--- src/sv/atcs_pkg.sv ---
// Package for the AT-command sequencer: payload structs, state codes and byte tables.
// Used by at_command_sequencer_top; depends on nothing else.
`default_nettype none
package atcs_pkg;

  localparam int ReplyBytes   = 128;
  localparam int MessageBytes = 32;
  localparam int ReplyAw      = $clog2(ReplyBytes);
  localparam int MsgAw        = $clog2(MessageBytes);

  localparam logic [1:0] CmdTick = 2'd0;
  localparam logic [1:0] CmdRx   = 2'd1;
  localparam logic [1:0] CmdMsg  = 2'd2;

  localparam logic [3:0] SeqIdle    = 4'd0;
  localparam logic [3:0] SeqAt      = 4'd1;
  localparam logic [3:0] SeqCmgs    = 4'd6;
  localparam logic [3:0] SeqText    = 4'd7;
  localparam logic [3:0] SeqWait    = 4'd8;
  localparam logic [3:0] SeqError   = 4'd9;
  localparam logic [3:0] SeqSuccess = 4'd10;

  typedef struct packed {
    logic [1:0] command;
    logic [7:0] data_byte;
    logic       message_end;
  } in_item_t;

  typedef struct packed {
    logic       byte_valid;
    logic [7:0] tx_byte;
    logic       run_last;
    logic [3:0] sequence_state;
  } out_item_t;

  // Command text for sending states 1..6, without CR LF.
  function automatic logic [7:0] cmd_byte(input logic [5:0] idx);
    logic [7:0] r;
    case (idx)
      6'd0: r = 8'h41;  6'd1: r = 8'h54;
      6'd2: r = 8'h41;  6'd3: r = 8'h54;  6'd4: r = 8'h49;
      6'd5: r = 8'h41;  6'd6: r = 8'h54;  6'd7: r = 8'h2B;  6'd8: r = 8'h43;
      6'd9: r = 8'h50;  6'd10: r = 8'h49; 6'd11: r = 8'h4E; 6'd12: r = 8'h3F;
      6'd13: r = 8'h41; 6'd14: r = 8'h54; 6'd15: r = 8'h2B; 6'd16: r = 8'h43;
      6'd17: r = 8'h52; 6'd18: r = 8'h45; 6'd19: r = 8'h47; 6'd20: r = 8'h3F;
      6'd21: r = 8'h41; 6'd22: r = 8'h54; 6'd23: r = 8'h2B; 6'd24: r = 8'h43;
      6'd25: r = 8'h4D; 6'd26: r = 8'h47; 6'd27: r = 8'h46; 6'd28: r = 8'h3D;
      6'd29: r = 8'h31;
      6'd30: r = 8'h41; 6'd31: r = 8'h54; 6'd32: r = 8'h2B; 6'd33: r = 8'h43;
      6'd34: r = 8'h4D; 6'd35: r = 8'h47; 6'd36: r = 8'h53; 6'd37: r = 8'h3D;
      6'd38: r = 8'h22; 6'd39: r = 8'h33; 6'd40: r = 8'h31; 6'd41: r = 8'h30;
      6'd42: r = 8'h37; 6'd43: r = 8'h34; 6'd44: r = 8'h38; 6'd45: r = 8'h33;
      6'd46: r = 8'h32; 6'd47: r = 8'h37; 6'd48: r = 8'h33; 6'd49: r = 8'h22;
      default: r = 8'h00;
    endcase
    return r;
  endfunction

  function automatic logic [5:0] cmd_off(input logic [2:0] c);
    logic [5:0] r;
    case (c)
      3'd0: r = 6'd0;  3'd1: r = 6'd2;  3'd2: r = 6'd5;
      3'd3: r = 6'd13; 3'd4: r = 6'd21; 3'd5: r = 6'd30;
      default: r = 6'd0;
    endcase
    return r;
  endfunction

  function automatic logic [4:0] cmd_len(input logic [2:0] c);
    logic [4:0] r;
    case (c)
      3'd0: r = 5'd2;  3'd1: r = 5'd3;  3'd2: r = 5'd8;
      3'd3: r = 5'd8;  3'd4: r = 5'd9;  3'd5: r = 5'd20;
      default: r = 5'd0;
    endcase
    return r;
  endfunction

  // Expected reply text for awaited states 1..7.
  function automatic logic [7:0] ans_byte(input logic [4:0] idx);
    logic [7:0] r;
    case (idx)
      5'd0: r = 8'h4F;  5'd1: r = 8'h4B;
      5'd2: r = 8'h45;  5'd3: r = 8'h43;  5'd4: r = 8'h32;  5'd5: r = 8'h35;
      5'd6: r = 8'h52;  5'd7: r = 8'h45;  5'd8: r = 8'h41;  5'd9: r = 8'h44;
      5'd10: r = 8'h59;
      5'd11: r = 8'h30; 5'd12: r = 8'h2C; 5'd13: r = 8'h31;
      5'd14: r = 8'h4F; 5'd15: r = 8'h4B;
      5'd16: r = 8'h3E;
      5'd17: r = 8'h4F; 5'd18: r = 8'h4B;
      default: r = 8'h00;
    endcase
    return r;
  endfunction

  function automatic logic [4:0] ans_off(input logic [2:0] c);
    logic [4:0] r;
    case (c)
      3'd0: r = 5'd0;  3'd1: r = 5'd2;  3'd2: r = 5'd6;  3'd3: r = 5'd11;
      3'd4: r = 5'd14; 3'd5: r = 5'd16; 3'd6: r = 5'd17;
      default: r = 5'd0;
    endcase
    return r;
  endfunction

  function automatic logic [2:0] ans_len(input logic [2:0] c);
    logic [2:0] r;
    case (c)
      3'd0: r = 3'd2; 3'd1: r = 3'd4; 3'd2: r = 3'd5; 3'd3: r = 3'd3;
      3'd4: r = 3'd2; 3'd5: r = 3'd1; 3'd6: r = 3'd2;
      default: r = 3'd1;
    endcase
    return r;
  endfunction

  function automatic logic [7:0] err_byte(input logic [3:0] idx);
    logic [7:0] r;
    case (idx)
      4'd0: r = 8'h45;  4'd1: r = 8'h43;  4'd2: r = 8'h32;  4'd3: r = 8'h30;
      4'd4: r = 8'h30;  4'd5: r = 8'h54;  4'd6: r = 8'h20;  4'd7: r = 8'h45;
      4'd8: r = 8'h52;  4'd9: r = 8'h52;  4'd10: r = 8'h4F; 4'd11: r = 8'h52;
      4'd12: r = 8'h0D; 4'd13: r = 8'h0A;
      default: r = 8'h00;
    endcase
    return r;
  endfunction

endpackage
`default_nettype wire

--- src/sv/at_command_sequencer_top.sv ---
// Top level of the AT-command sequencer: sequencer, message and reply memories, output register.
// Depends on atcs_pkg.
`default_nettype none
// One transfer in is handled at a time. A receive byte or message byte gives one result. A
// tick in a sending state emits its command, CR LF (and 0x1A after the text) one byte per
// cycle while the output is not stalled. A judging tick first walks the reply memory to find
// its end, one byte per cycle, then checks each start position with one shared byte
// comparator. Each compare has a read step and a compare step, and the judging tick ends
// early on a match. The error tick emits its 14-byte line one byte per cycle while the
// output is not stalled. Input stall is high while an item is in work or its results wait.
module at_command_sequencer_top
  import atcs_pkg::*;
(
  input  wire logic      clk_i,
  input  wire logic      rst_ni,
  input  wire logic      cfg_we_i,
  input  wire logic [7:0] cfg_wdata_i,
  input  wire logic      in_valid_i,
  output logic           in_stall_o,
  input  wire in_item_t  in_data_i,
  output logic           out_valid_o,
  input  wire logic      out_stall_i,
  output out_item_t      out_data_o
);

  typedef enum logic [9:0] {
    StIdle   = 10'b0000000001,
    StDecode = 10'b0000000010,
    StCmd    = 10'b0000000100,
    StText   = 10'b0000001000,
    StTail   = 10'b0000010000,
    StErr    = 10'b0000100000,
    StEnd    = 10'b0001000000,
    StScan   = 10'b0010000000,
    StCmp    = 10'b0100000000,
    StEmit   = 10'b1000000000
  } fsm_e;

  fsm_e        fsm_q;
  in_item_t    item_q;
  logic [7:0]  limit_q;
  logic [3:0]  cur_q, pend_q;
  logic [7:0]  idle_q;
  logic        bst_q;
  logic [ReplyAw:0] rcnt_q;
  logic [MsgAw:0]   mlen_q;
  logic [5:0]  idx_q;
  logic [ReplyAw:0] end_q, start_q;
  logic [2:0]  k_q;
  logic [2:0]  ans_c;
  logic        emit_wait;
  logic [MsgAw:0]   msg_wa;

  logic [7:0] msg_mem [MessageBytes];
  logic [7:0] rep_mem [ReplyBytes];
  logic [7:0] msg_rd_q, rep_rd_q;
  logic [MsgAw-1:0] msg_ra;
  logic [ReplyAw-1:0] rep_ra;

  assign in_stall_o = (fsm_q != StIdle) || out_valid_o;
  assign ans_c = pend_q[2:0] - 3'd1;
  assign emit_wait = out_valid_o && out_stall_i;
  assign msg_wa = (cur_q != SeqIdle) ? '0 : mlen_q;

  always_ff @(posedge clk_i) begin
    msg_rd_q <= msg_mem[msg_ra];
    rep_rd_q <= rep_mem[rep_ra];
    if (fsm_q == StDecode && item_q.command == CmdMsg && msg_wa < (MsgAw+1)'(MessageBytes)) begin
      msg_mem[msg_wa[MsgAw-1:0]] <= item_q.data_byte;
    end
    if (fsm_q == StDecode && item_q.command == CmdRx && cur_q == SeqWait &&
        rcnt_q < (ReplyAw+1)'(ReplyBytes)) begin
      rep_mem[rcnt_q[ReplyAw-1:0]] <= item_q.data_byte;
    end
  end

  // Read addresses are presented in the cycle before their data is used, as the reads are registered.
  always_comb begin
    logic [ReplyAw:0] a;
    msg_ra = idx_q[MsgAw-1:0];
    if (fsm_q == StText && !emit_wait) msg_ra = MsgAw'(idx_q + 6'd1);
    if (fsm_q == StDecode) msg_ra = '0;
    a = start_q + (ReplyAw+1)'(k_q);
    if (fsm_q == StScan && !(out_valid_o)) a = end_q + 1'b1;
    rep_ra = a[ReplyAw-1:0];
    if (fsm_q == StDecode) rep_ra = '0;
    if (fsm_q == StCmp) begin
      rep_ra = a[ReplyAw-1:0];
    end
  end

  logic [ReplyAw:0] cmp_next;
  logic             scan_done;

  always_ff @(posedge clk_i or negedge rst_ni) begin
    if (!rst_ni) begin
      fsm_q <= StIdle; limit_q <= 8'd5; cur_q <= SeqIdle; pend_q <= SeqIdle;
      idle_q <= '0; bst_q <= 1'b0; rcnt_q <= '0; mlen_q <= '0;
      idx_q <= '0; end_q <= '0; start_q <= '0; k_q <= '0;
      out_valid_o <= 1'b0; out_data_o <= '0; item_q <= '0;
    end else begin
      if (cfg_we_i) limit_q <= cfg_wdata_i;
      if (out_valid_o && !out_stall_i) out_valid_o <= 1'b0;
      unique case (fsm_q)
        StIdle: begin
          if (in_valid_i && !in_stall_o) begin
            item_q <= in_data_i;
            fsm_q <= StDecode;
          end
        end
        StDecode: begin
          idx_q <= '0;
          if (item_q.command == CmdTick) begin
            if (cur_q >= SeqAt && cur_q <= SeqCmgs) begin
              rcnt_q <= '0; pend_q <= cur_q; idle_q <= '0; bst_q <= 1'b0;
              fsm_q <= StCmd;
            end else if (cur_q == SeqText) begin
              pend_q <= SeqText; idle_q <= '0; bst_q <= 1'b0;
              fsm_q <= (mlen_q == '0) ? StTail : StText;
            end else if (cur_q == SeqWait) begin
              logic [7:0] ni;
              ni = bst_q ? 8'd0 : ((idle_q != 8'hFF) ? idle_q + 8'd1 : idle_q);
              idle_q <= ni; bst_q <= 1'b0;
              if (ni > limit_q) begin
                if (pend_q >= SeqAt && pend_q <= SeqText) begin
                  end_q <= '0; fsm_q <= StScan;
                end else begin
                  cur_q <= SeqIdle; pend_q <= SeqIdle; idle_q <= '0;
                  rcnt_q <= '0; mlen_q <= '0; fsm_q <= StEnd;
                end
              end else fsm_q <= StEnd;
            end else if (cur_q == SeqError) begin
              fsm_q <= StErr;
            end else begin
              if (cur_q != SeqIdle && cur_q != SeqSuccess) begin
                cur_q <= SeqIdle; pend_q <= SeqIdle; idle_q <= '0; bst_q <= 1'b0;
                rcnt_q <= '0; mlen_q <= '0;
              end
              fsm_q <= StEnd;
            end
          end else if (item_q.command == CmdRx) begin
            if (cur_q == SeqWait) begin
              if (rcnt_q < (ReplyAw+1)'(ReplyBytes)) rcnt_q <= rcnt_q + 1'b1;
              idle_q <= '0; bst_q <= 1'b1;
            end
            fsm_q <= StEnd;
          end else if (item_q.command == CmdMsg) begin
            logic [MsgAw:0] ml;
            ml = (cur_q != SeqIdle) ? '0 : mlen_q;
            if (ml < (MsgAw+1)'(MessageBytes)) ml = ml + 1'b1;
            mlen_q <= ml;
            if (cur_q != SeqIdle) begin
              cur_q <= SeqIdle; pend_q <= SeqIdle;
            end
            if (item_q.message_end) begin
              cur_q <= SeqAt; pend_q <= SeqIdle; idle_q <= '0; bst_q <= 1'b0;
            end
            fsm_q <= StEnd;
          end else begin
            fsm_q <= StEnd;
          end
        end
        StCmd: begin
          if (!emit_wait) begin
            logic [4:0] len;
            logic [7:0] b;
            len = cmd_len(pend_q[2:0] - 3'd1);
            if (idx_q < 6'(len)) b = cmd_byte(cmd_off(pend_q[2:0] - 3'd1) + idx_q);
            else if (idx_q == 6'(len)) b = 8'h0D;
            else b = 8'h0A;
            if (idx_q == 6'(len) + 6'd1) cur_q <= SeqWait;
            out_valid_o <= 1'b1;
            out_data_o <= '{byte_valid: 1'b1, tx_byte: b,
                            run_last: idx_q == 6'(len) + 6'd1,
                            sequence_state: SeqWait};
            idx_q <= idx_q + 6'd1;
            if (idx_q == 6'(len) + 6'd1) fsm_q <= StIdle;
          end
        end
        StText: begin
          if (!emit_wait) begin
            out_valid_o <= 1'b1;
            out_data_o <= '{byte_valid: 1'b1, tx_byte: msg_rd_q, run_last: 1'b0,
                            sequence_state: SeqWait};
            idx_q <= idx_q + 6'd1;
            if (idx_q + 6'd1 == 6'(mlen_q)) begin
              idx_q <= '0; fsm_q <= StTail;
            end
          end
        end
        StTail: begin
          if (!emit_wait) begin
            logic [7:0] b;
            b = (idx_q == 6'd0) ? 8'h0D : ((idx_q == 6'd1) ? 8'h0A : 8'h1A);
            out_valid_o <= 1'b1;
            out_data_o <= '{byte_valid: 1'b1, tx_byte: b, run_last: idx_q == 6'd2,
                            sequence_state: SeqWait};
            idx_q <= idx_q + 6'd1;
            if (idx_q == 6'd2) begin
              cur_q <= SeqWait; fsm_q <= StIdle;
            end
          end
        end
        StErr: begin
          if (!emit_wait) begin
            out_valid_o <= 1'b1;
            out_data_o <= '{byte_valid: 1'b1, tx_byte: err_byte(idx_q[3:0]),
                            run_last: idx_q == 6'd13, sequence_state: SeqIdle};
            idx_q <= idx_q + 6'd1;
            if (idx_q == 6'd13) begin
              cur_q <= SeqIdle; pend_q <= SeqIdle; idle_q <= '0; bst_q <= 1'b0;
              rcnt_q <= '0; mlen_q <= '0; fsm_q <= StIdle;
            end
          end
        end
        StScan: begin
          // Find the end of the stored reply: count or first zero byte.
          if (end_q >= rcnt_q || rep_rd_q == 8'h00) begin
            start_q <= '0; k_q <= '0;
            if ((ReplyAw+1)'(ans_len(ans_c)) > end_q) begin
              cur_q <= SeqError; fsm_q <= StEnd;
            end else fsm_q <= StCmp;
          end else begin
            end_q <= end_q + 1'b1;
          end
        end
        StCmp: begin
          // Read steps alternate with compare steps; each read step fetches the next byte to compare.
          if (scan_done) begin
            if (rep_rd_q == ans_byte(ans_off(ans_c) + 5'(k_q))) begin
              if (k_q + 3'd1 == ans_len(ans_c)) begin
                cur_q <= (pend_q == SeqText) ? SeqSuccess : pend_q + 4'd1;
                pend_q <= SeqWait; fsm_q <= StEnd;
              end else k_q <= k_q + 3'd1;
            end else if (cmp_next + (ReplyAw+1)'(ans_len(ans_c)) > end_q) begin
              cur_q <= SeqError; fsm_q <= StEnd;
            end else begin
              start_q <= cmp_next; k_q <= '0;
            end
          end
          idx_q <= scan_done ? 6'd0 : 6'd1;
        end
        StEnd: begin
          if (!emit_wait) begin
            out_valid_o <= 1'b1;
            out_data_o <= '{byte_valid: 1'b0, tx_byte: 8'h00, run_last: 1'b1,
                            sequence_state: cur_q};
            fsm_q <= StIdle;
          end
        end
        StEmit: fsm_q <= StIdle;
        default: fsm_q <= StIdle;
      endcase
    end
  end

  // Compare stage alternates between a read step and a compare step.
  assign cmp_next  = start_q + 1'b1;
  assign scan_done = (idx_q == 6'd1);

endmodule
`default_nettype wire
--- config.mk ---
export PLATFORM = sky130hd
export DESIGN_NAME = at_command_sequencer_top
export DESIGN_NICKNAME = d
export VERILOG_FILES = /design/src/sv/atcs_pkg.sv /design/src/sv/at_command_sequencer_top.sv
export SDC_FILE = /design/constraint.sdc
export NUM_CORES = 2
export LEC_CHECK = 0
export ABC_AREA = 1
export BUFFER_PORTS_ARGS = -buffer_cell sky130_fd_sc_hd__buf_4
export CAP_MARGIN = 20
export CORE_MARGIN = 2
export CORE_UTILIZATION = 35
export DETAILED_ROUTE_END_ITERATION = 8
export GPL_TIMING_DRIVEN = 0
export PLACE_DENSITY = 0.49
export SYNTH_ARGS = -nofsm -noshare
export SYNTH_HDL_FRONTEND = slang
export SYNTH_SLANG_ARGS = --single-unit
--- constraint.sdc ---
create_clock -name clk_i -period 5.3 [get_ports clk_i]
set_input_delay 0.265 -clock clk_i [delete_from_list [all_inputs] [get_ports clk_i]]
set_output_delay 0.265 -clock clk_i [all_outputs]
set_load 0.02 [all_outputs]
# Word-level counts from Yosys, hierarchy flattened

Memories as Yosys holds them, arrays and structs flattened. A register that Yosys moved wholly into a read port is not among the register bits.
Index checks and enable logic that the tools add are counted.

Flip-flop bits (word level): 100
RAM bits: 1280
ROM bits: 784
Input bits: 24
Output and inout bits: 16
Memories: 5

Memory list:

| name            | words | width | rd ports | clocked after memory_dff | wr ports | RTL line                       | source |
|---|---|---|---|---|---|---|---|
| rep_mem         | 128   | 8     | 1        | 1                        | 1        | at_command_sequencer_top.sv:55 | `logic [7:0] rep_mem [ReplyBytes];` |
| (no name shown) | 64    | 7     | 1        | 0                        | 0        | atcs_pkg.sv:39                 | `case (idx)` |
| msg_mem         | 32    | 8     | 1        | 1                        | 1        | at_command_sequencer_top.sv:54 | `logic [7:0] msg_mem [MessageBytes];` |
| (no name shown) | 32    | 7     | 1        | 0                        | 0        | atcs_pkg.sv:82                 | `case (idx)` |
| (no name shown) | 16    | 7     | 1        | 0                        | 0        | atcs_pkg.sv:118                | `case (idx)` |

Add/sub/neg operators: 14
Magnitude comparators: 11
Equality and inequality tests: 85
Mux-type cells: 183
Reduce and logical (&&, ||, !) cells: 48

Operators by type and width:

| kind                | number |
|---|---|
| $mux 8              | 40 |
| $mux 10             | 20 |
| $mux 4              | 34 |
| $mux 6              | 20 |
| $pmux 10 s9         | 1 |
| $mux 14             | 5 |
| $pmux 14 s5         | 1 |
| $pmux 8 s2          | 4 |
| $pmux 5 s5          | 2 |
| $mux 5              | 9 |
| $mux 3              | 14 |
| $add 8x1->8 const B | 4 |
| $ne 2x2->1 const B  | 16 |
| $pmux 5 s6          | 1 |
| $mux 7              | 4 |
| $pmux 4 s6          | 1 |
| $pmux 6 s4          | 1 |
| $reduce_and 11->1   | 2 |
| $reduce_and 21->1   | 1 |
| $mux 1              | 20 |
| $ne 2x1->1 const B  | 9 |
| $gt 8x8->1          | 2 |
| $ne 4x4->1 const B  | 4 |
| $reduce_and 8->1    | 2 |
| other kinds (79)    | 124 |

# Logic depth before layout (Yosys ltp)

An unclocked memory read counts as a cell.

Depth after elaboration: 19
Mapped depth: 33
Gate-level depth less buffers: 33

# Worst setup path before layout

OpenSTA, ideal clock, no wires.

Path kind: reg-to-reg
Start: register pend_q[0]
End: register start_q[4]
Library setup time: 0.140 ns
Data arrival time: 3.965 ns
Required time: 5.160 ns
Slack: 1.196 ns
Cell stages (with the launch flop): 28
Path buffers: 1
Cell sequence: dfrtp_1 > inv_1 > ha_1 > inv_1 > nand2_4 > nand2_1 > nand2_1 > nand2_1 > o21ai_2 > ha_1 > inv_1 > fa_1 > nor2_1 > o21ai_0 > nor2_1 > nand2_1 > xnor2_1 > ha_1 > nand2_1 > nor2_1 > nand2_1 > o31ai_1 > nor2_1 > nor2_1 > o21ai_2 > buf_4 > nand2_1 > o31ai_1

Longest elaborated chain between the ends: 12
Elaborated cells between the ends (all ways): 26
Those cells by class: 3 x add/sub; 1 x order compare; 9 x eq/ne; 9 x mux; 3 x reduce/logical; 1 x memory

Ends and longest elaborated chain:

| item                                     | RTL line                        | source |
|---|---|---|
| start, declared                          | at_command_sequencer_top.sv:42  | `logic [3:0] cur_q, pend_q;` |
| start signal, assigned                   | at_command_sequencer_top.sv:153 | `cur_q <= SeqIdle; pend_q <= SeqIdle;` |
| start signal, assigned                   | at_command_sequencer_top.sv:233 | `pend_q <= SeqWait; fsm_q <= StEnd;` |
| $sub 3x1->3 (*)                          | at_command_sequencer_top.sv:61  | `assign ans_c = pend_q[2:0] - 3'd1;` |
| $eq 3x3->1, or another cell as far along | atcs_pkg.sv:98, atcs_pkg.sv:108 |  |
| $pmux 5 s6                               | atcs_pkg.sv:98                  | `case (c)` |
| $mux 5                                   | at_command_sequencer_top.sv:229 | `if (scan_done) begin` |
| $mux 5                                   | at_command_sequencer_top.sv:104 | `unique case (fsm_q)` |
| $add 5x3->5                              | at_command_sequencer_top.sv:230 | `if (rep_rd_q == ans_byte(ans_off(ans_c) + 5'(k_q))) begin` |
| $mem_v2 32x7                             | -                               |  |
| $mux 8                                   | at_command_sequencer_top.sv:229 |  |
| $mux 8                                   | at_command_sequencer_top.sv:104 |  |
| $eq 8x8->1                               | at_command_sequencer_top.sv:230 |  |
| $ne 2x2->1 (no line)                     | -                               |  |
| $reduce_and 5->1 (no line) (*)           | -                               |  |
| end signal, assigned                     | at_command_sequencer_top.sv:99  | `idx_q <= '0; end_q <= '0; start_q <= '0; k_q <= '0;` |
| end signal, assigned                     | at_command_sequencer_top.sv:219 | `start_q <= '0; k_q <= '0;` |
| end signal, assigned                     | at_command_sequencer_top.sv:238 | `start_q <= cmp_next; k_q <= '0;` |
| end, declared                            | at_command_sequencer_top.sv:48  | `logic [ReplyAw:0] end_q, start_q;` |

Every way passes the cells marked *; elsewhere a longest branch is shown, timed or not. The select of a mux whose other input is x is not followed.
A chain may end at the register's enable or synchronous reset.

# Worst setup path after layout

Start: register pend_q[0]
End: register start_q[1]

Same word-level chain as after synthesis.

==> impl_results.md <==
* Status: complete, no violations
* Cell taking the most area after synthesis: edfxtp_1
* Ys flop type: edfxtp_1
* Top-area cell type share of the netlist area at around 60%
* Element type at the critical path start: flop
* Fmax at 0.209 GHz
* Crit share post-route at between 90% and 100%
* Power Density at 456 mW/mm^2
* Total GRT Usage at 22.3%
* CTS Sinks at 1395
* H-Tree Level Count at 4
* Via count at 45600
* Post-place instance area at 0.0680 mm^2
* WL final at 209000 um
* Slowest CP cell: dfrtp_1
* Placer congestion estimate at 0.934
* CTS Buf Count at around 160
* Endpoint type of the worst setup path: flop
* Ys async rst share at 7.10%
* Tmin final at 4780 ps
* Clock insertion delay at the later pin of the skew report at 810 ps
* Worst slew pin tran at ~1200 ps
* First-pass GRT wire length at 303000 um
* Core ar. at ~0.18 mm^2
* # Post-CTS Setup Buffers at 0
* R2r endpoint: start_q[1]
* GR Overflow Total at 0
* Synthesis Warnings at 0
* VDD IR max at 0.325 mV
* Worst r2r src: pend_q[0]
* Worst Path Class, Setup: reg -> reg
* WL per Instance at 23.3 um
* Die ar. at 0.187 mm^2
* DR vias/cell at 5.07
* Seq/Total Area, Yosys at between 60 and 70%
* # Max-Cap Violations at 0
* Worst setup path endpoint: start_q[1]
* Starting Density at 35.1%
* Post-Syn Nets at 6330
* Final hold violation count at 0
* Worst hold path type: in -> async
* RSZ-0062 raised after global routing: false
* Clock tree buffer depth at 3
* Synthesized area per cell at ~10 um^2
* Vias in the first global route at between 40000 and 50000
* Diodes inserted at 0
* DRC errors left at 0
* Critical path arrival at 5490 ps
* Reg2reg path depth at 28
* DP HPWL at 148000 um
* Worst-path clk slew at 60 ps
* Die Width at between 400 and 500 um
* Critical Path Max Stage Delay at 470 ps
* DR iter-0 viols at 4393
* Clock skew at 39.9 ps
* FF+latch count, synth at 1395
* Number of distinct library cells after synthesis at 65
* Top cell by count, worst path: nand2_1
* Cell count after synthesis at 6218
* Synth Cell Area at 0.0641 mm^2
* Ports at 40
* Chip Height at 432 um
* Area Growth Syn to Fin at 14.5%
* Final Slew Violations at 0
* Fraction of layout cells with a size suffix above 1 at 8.83%
* Initial antenna violation count at 0
* Post-DRT Antenna Nets at 0
* Final Cell Area at 0.0734 mm^2
* PortBufs at 39
* TritonCTS clock tree: yes
* Final setup vio count at 0
* Clk root buf: clkbuf_16
* DR pass1 iterations at 6
* Worst EP required at roughly 6000 ps
* Critical path startpoint: pend_q[0]
* EDFF count, synth at 1280
* FP Rows at 157
* CP max FO at 10
* Leak Pwr at 29.9 nW
* Area contributors post-synth: edfxtp_1 60%, nand2_1 9.3%, nand3_1 6.7%
* Total Power at 33.5 mW
* Slew margin rel. at between 10% and 20%
* Worst R2R Setup Slack at 520 ps
* Nets at 6590
* Largest net degree at the start of global routing at just under 70
==> flip-flops by register name, summed over array words and instances (netlist names), 3 cells and up <==
signal and cells:
cur_q 4, msg_mem 256, fsm_q 9, rep_mem 1024, item_q 11, out_data_o 14
end_q 8, k_q 3, idx_q 6, pend_q 4, idle_q 8, start_q 8
mlen_q 6, rep_rd_q 8, msg_rd_q 8, limit_q 8, rcnt_q 8
==> where the power goes <==
part	total [mW]	internal [mW]	switching, mW
clock network	10.7	6.05	4.66
registers	14.5	13.6	0.864
logic	8.24	2.35	5.89
total	33.5	22.0	11.4
==> placed cells by master (no fill, tap or decap), drive strengths merged, types with 29 or more instances in the layout <==
master and n:
ha 84, edfxtp 1280, nor2 337, nand3 857
nor3 56, dfrtp 96, inv 874, nand3b 71
buf 308, clkbuf 268, dlygate4sd3 29, o211ai 239
o21ai 191, nand2 1599, clkinv 74, a21oi 72
==> cell usage after synthesis (4+ instances only) <==
cell         n
or2_2        4
nand3_1    852
ha_1        84
o21ai_1     50
o21ai_2      7
nand3b_1    71
dfrtp_1     96
dfxtp_1     16
a31oi_1      9
nor4_1       9
o31ai_1     10
inv_2       13
nand2_2     16
edfxtp_1  1280
nand3_2      4
fa_1         4
inv_1      853
clkinv_1     4
nand2_1   1582
buf_6       37
a211oi_1     8
o21ai_0    134
o22ai_1     16
clkbuf_1    66
nor2_2       4
xor2_1      23
buf_4       18
buf_2      157
nor2_1     329
nor3_1      53
o211ai_1   237
buf_1       24
xnor2_1      9
a21oi_1     72
nand4_1     16
==> timing repair <==
action	4_1_cts	5_1_grt
hold buffers	29	0
resized for setup	0	6
setup endpoints to repair	0	28
hold endpoints to repair	74	0
==> worst min path at each step <==
stage                 start    endpoint  slack (ps)  depth (start not counted)
3_5_place_dp         rst_ni  limit_q[5]         390                          1
2_1_floorplan        rst_ni       bst_q         -30                          0
5_1_grt              rst_ni  limit_q[5]         130                          2
3_3_place_gp   in_data_i[4]   item_q[4]         460                          3
6_report             rst_ni  limit_q[6]          80                          2
4_1_cts              rst_ni  limit_q[5]          70                          2
==> metal layers <==
metal	global-route usage, %	vias up	routed length [um]
met5	0	-	0
met4	8.00	0	7640
met3	2.86	361	10800
met2	37.2	1410	99800
met1	29.7	22200	91000
li1	-	21600	-
==> cell type report <==
| type | count | area, um^2 |
|---|---|---|
| clock buffers | 201 | 4180 |
| repair buffers | 100 | 1250 |
| inverters | 873 | 3280 |
| fillers | 17700 | 109000 |
| clock inverters | 86 | 818 |
| well taps | 2385 | 2980 |
| multi-input cells | 3646 | 17900 |
| flip-flops and latches | 1395 | 41300 |
| plain buffers | 304 | 1710 |
==> critical path: cells and delay by family, from the launching register on <==
family	cells	cell delay, ps
buf+inv	4	550
flops	1	470
compound gates	6	920
simple gates	13	1420
xor+xnor	1	150
fa+ha+maj	4	1160
==> metrics by stage <==
stage                     setup TNS, ps  utilization, %  hold WS [ps]  worst slack (ps)  instances
after floorplan                       0               -         -30.6              1200       6218
after global placement         -1890200            36.9           462             -1760       8642
after detailed placement              0            37.3           391               324       8673
after CTS                             0            40.2          72.9               315       8989
after global routing                  0            40.2           133              21.5       8990
final                                 0            40.2          82.6               516       8990
==> cells by family after synthesis <==
family,share of synthesized area [%]
AOI/OAI and AO/OA,5.70
xor gates and xnor gates,0.437
adders and majority gates,1.77
buffers and inverters,7.79
DFF,64.4
muxes,0.0176
and+or+nand+nor,19.9
(Power assumes the default switching activity.)
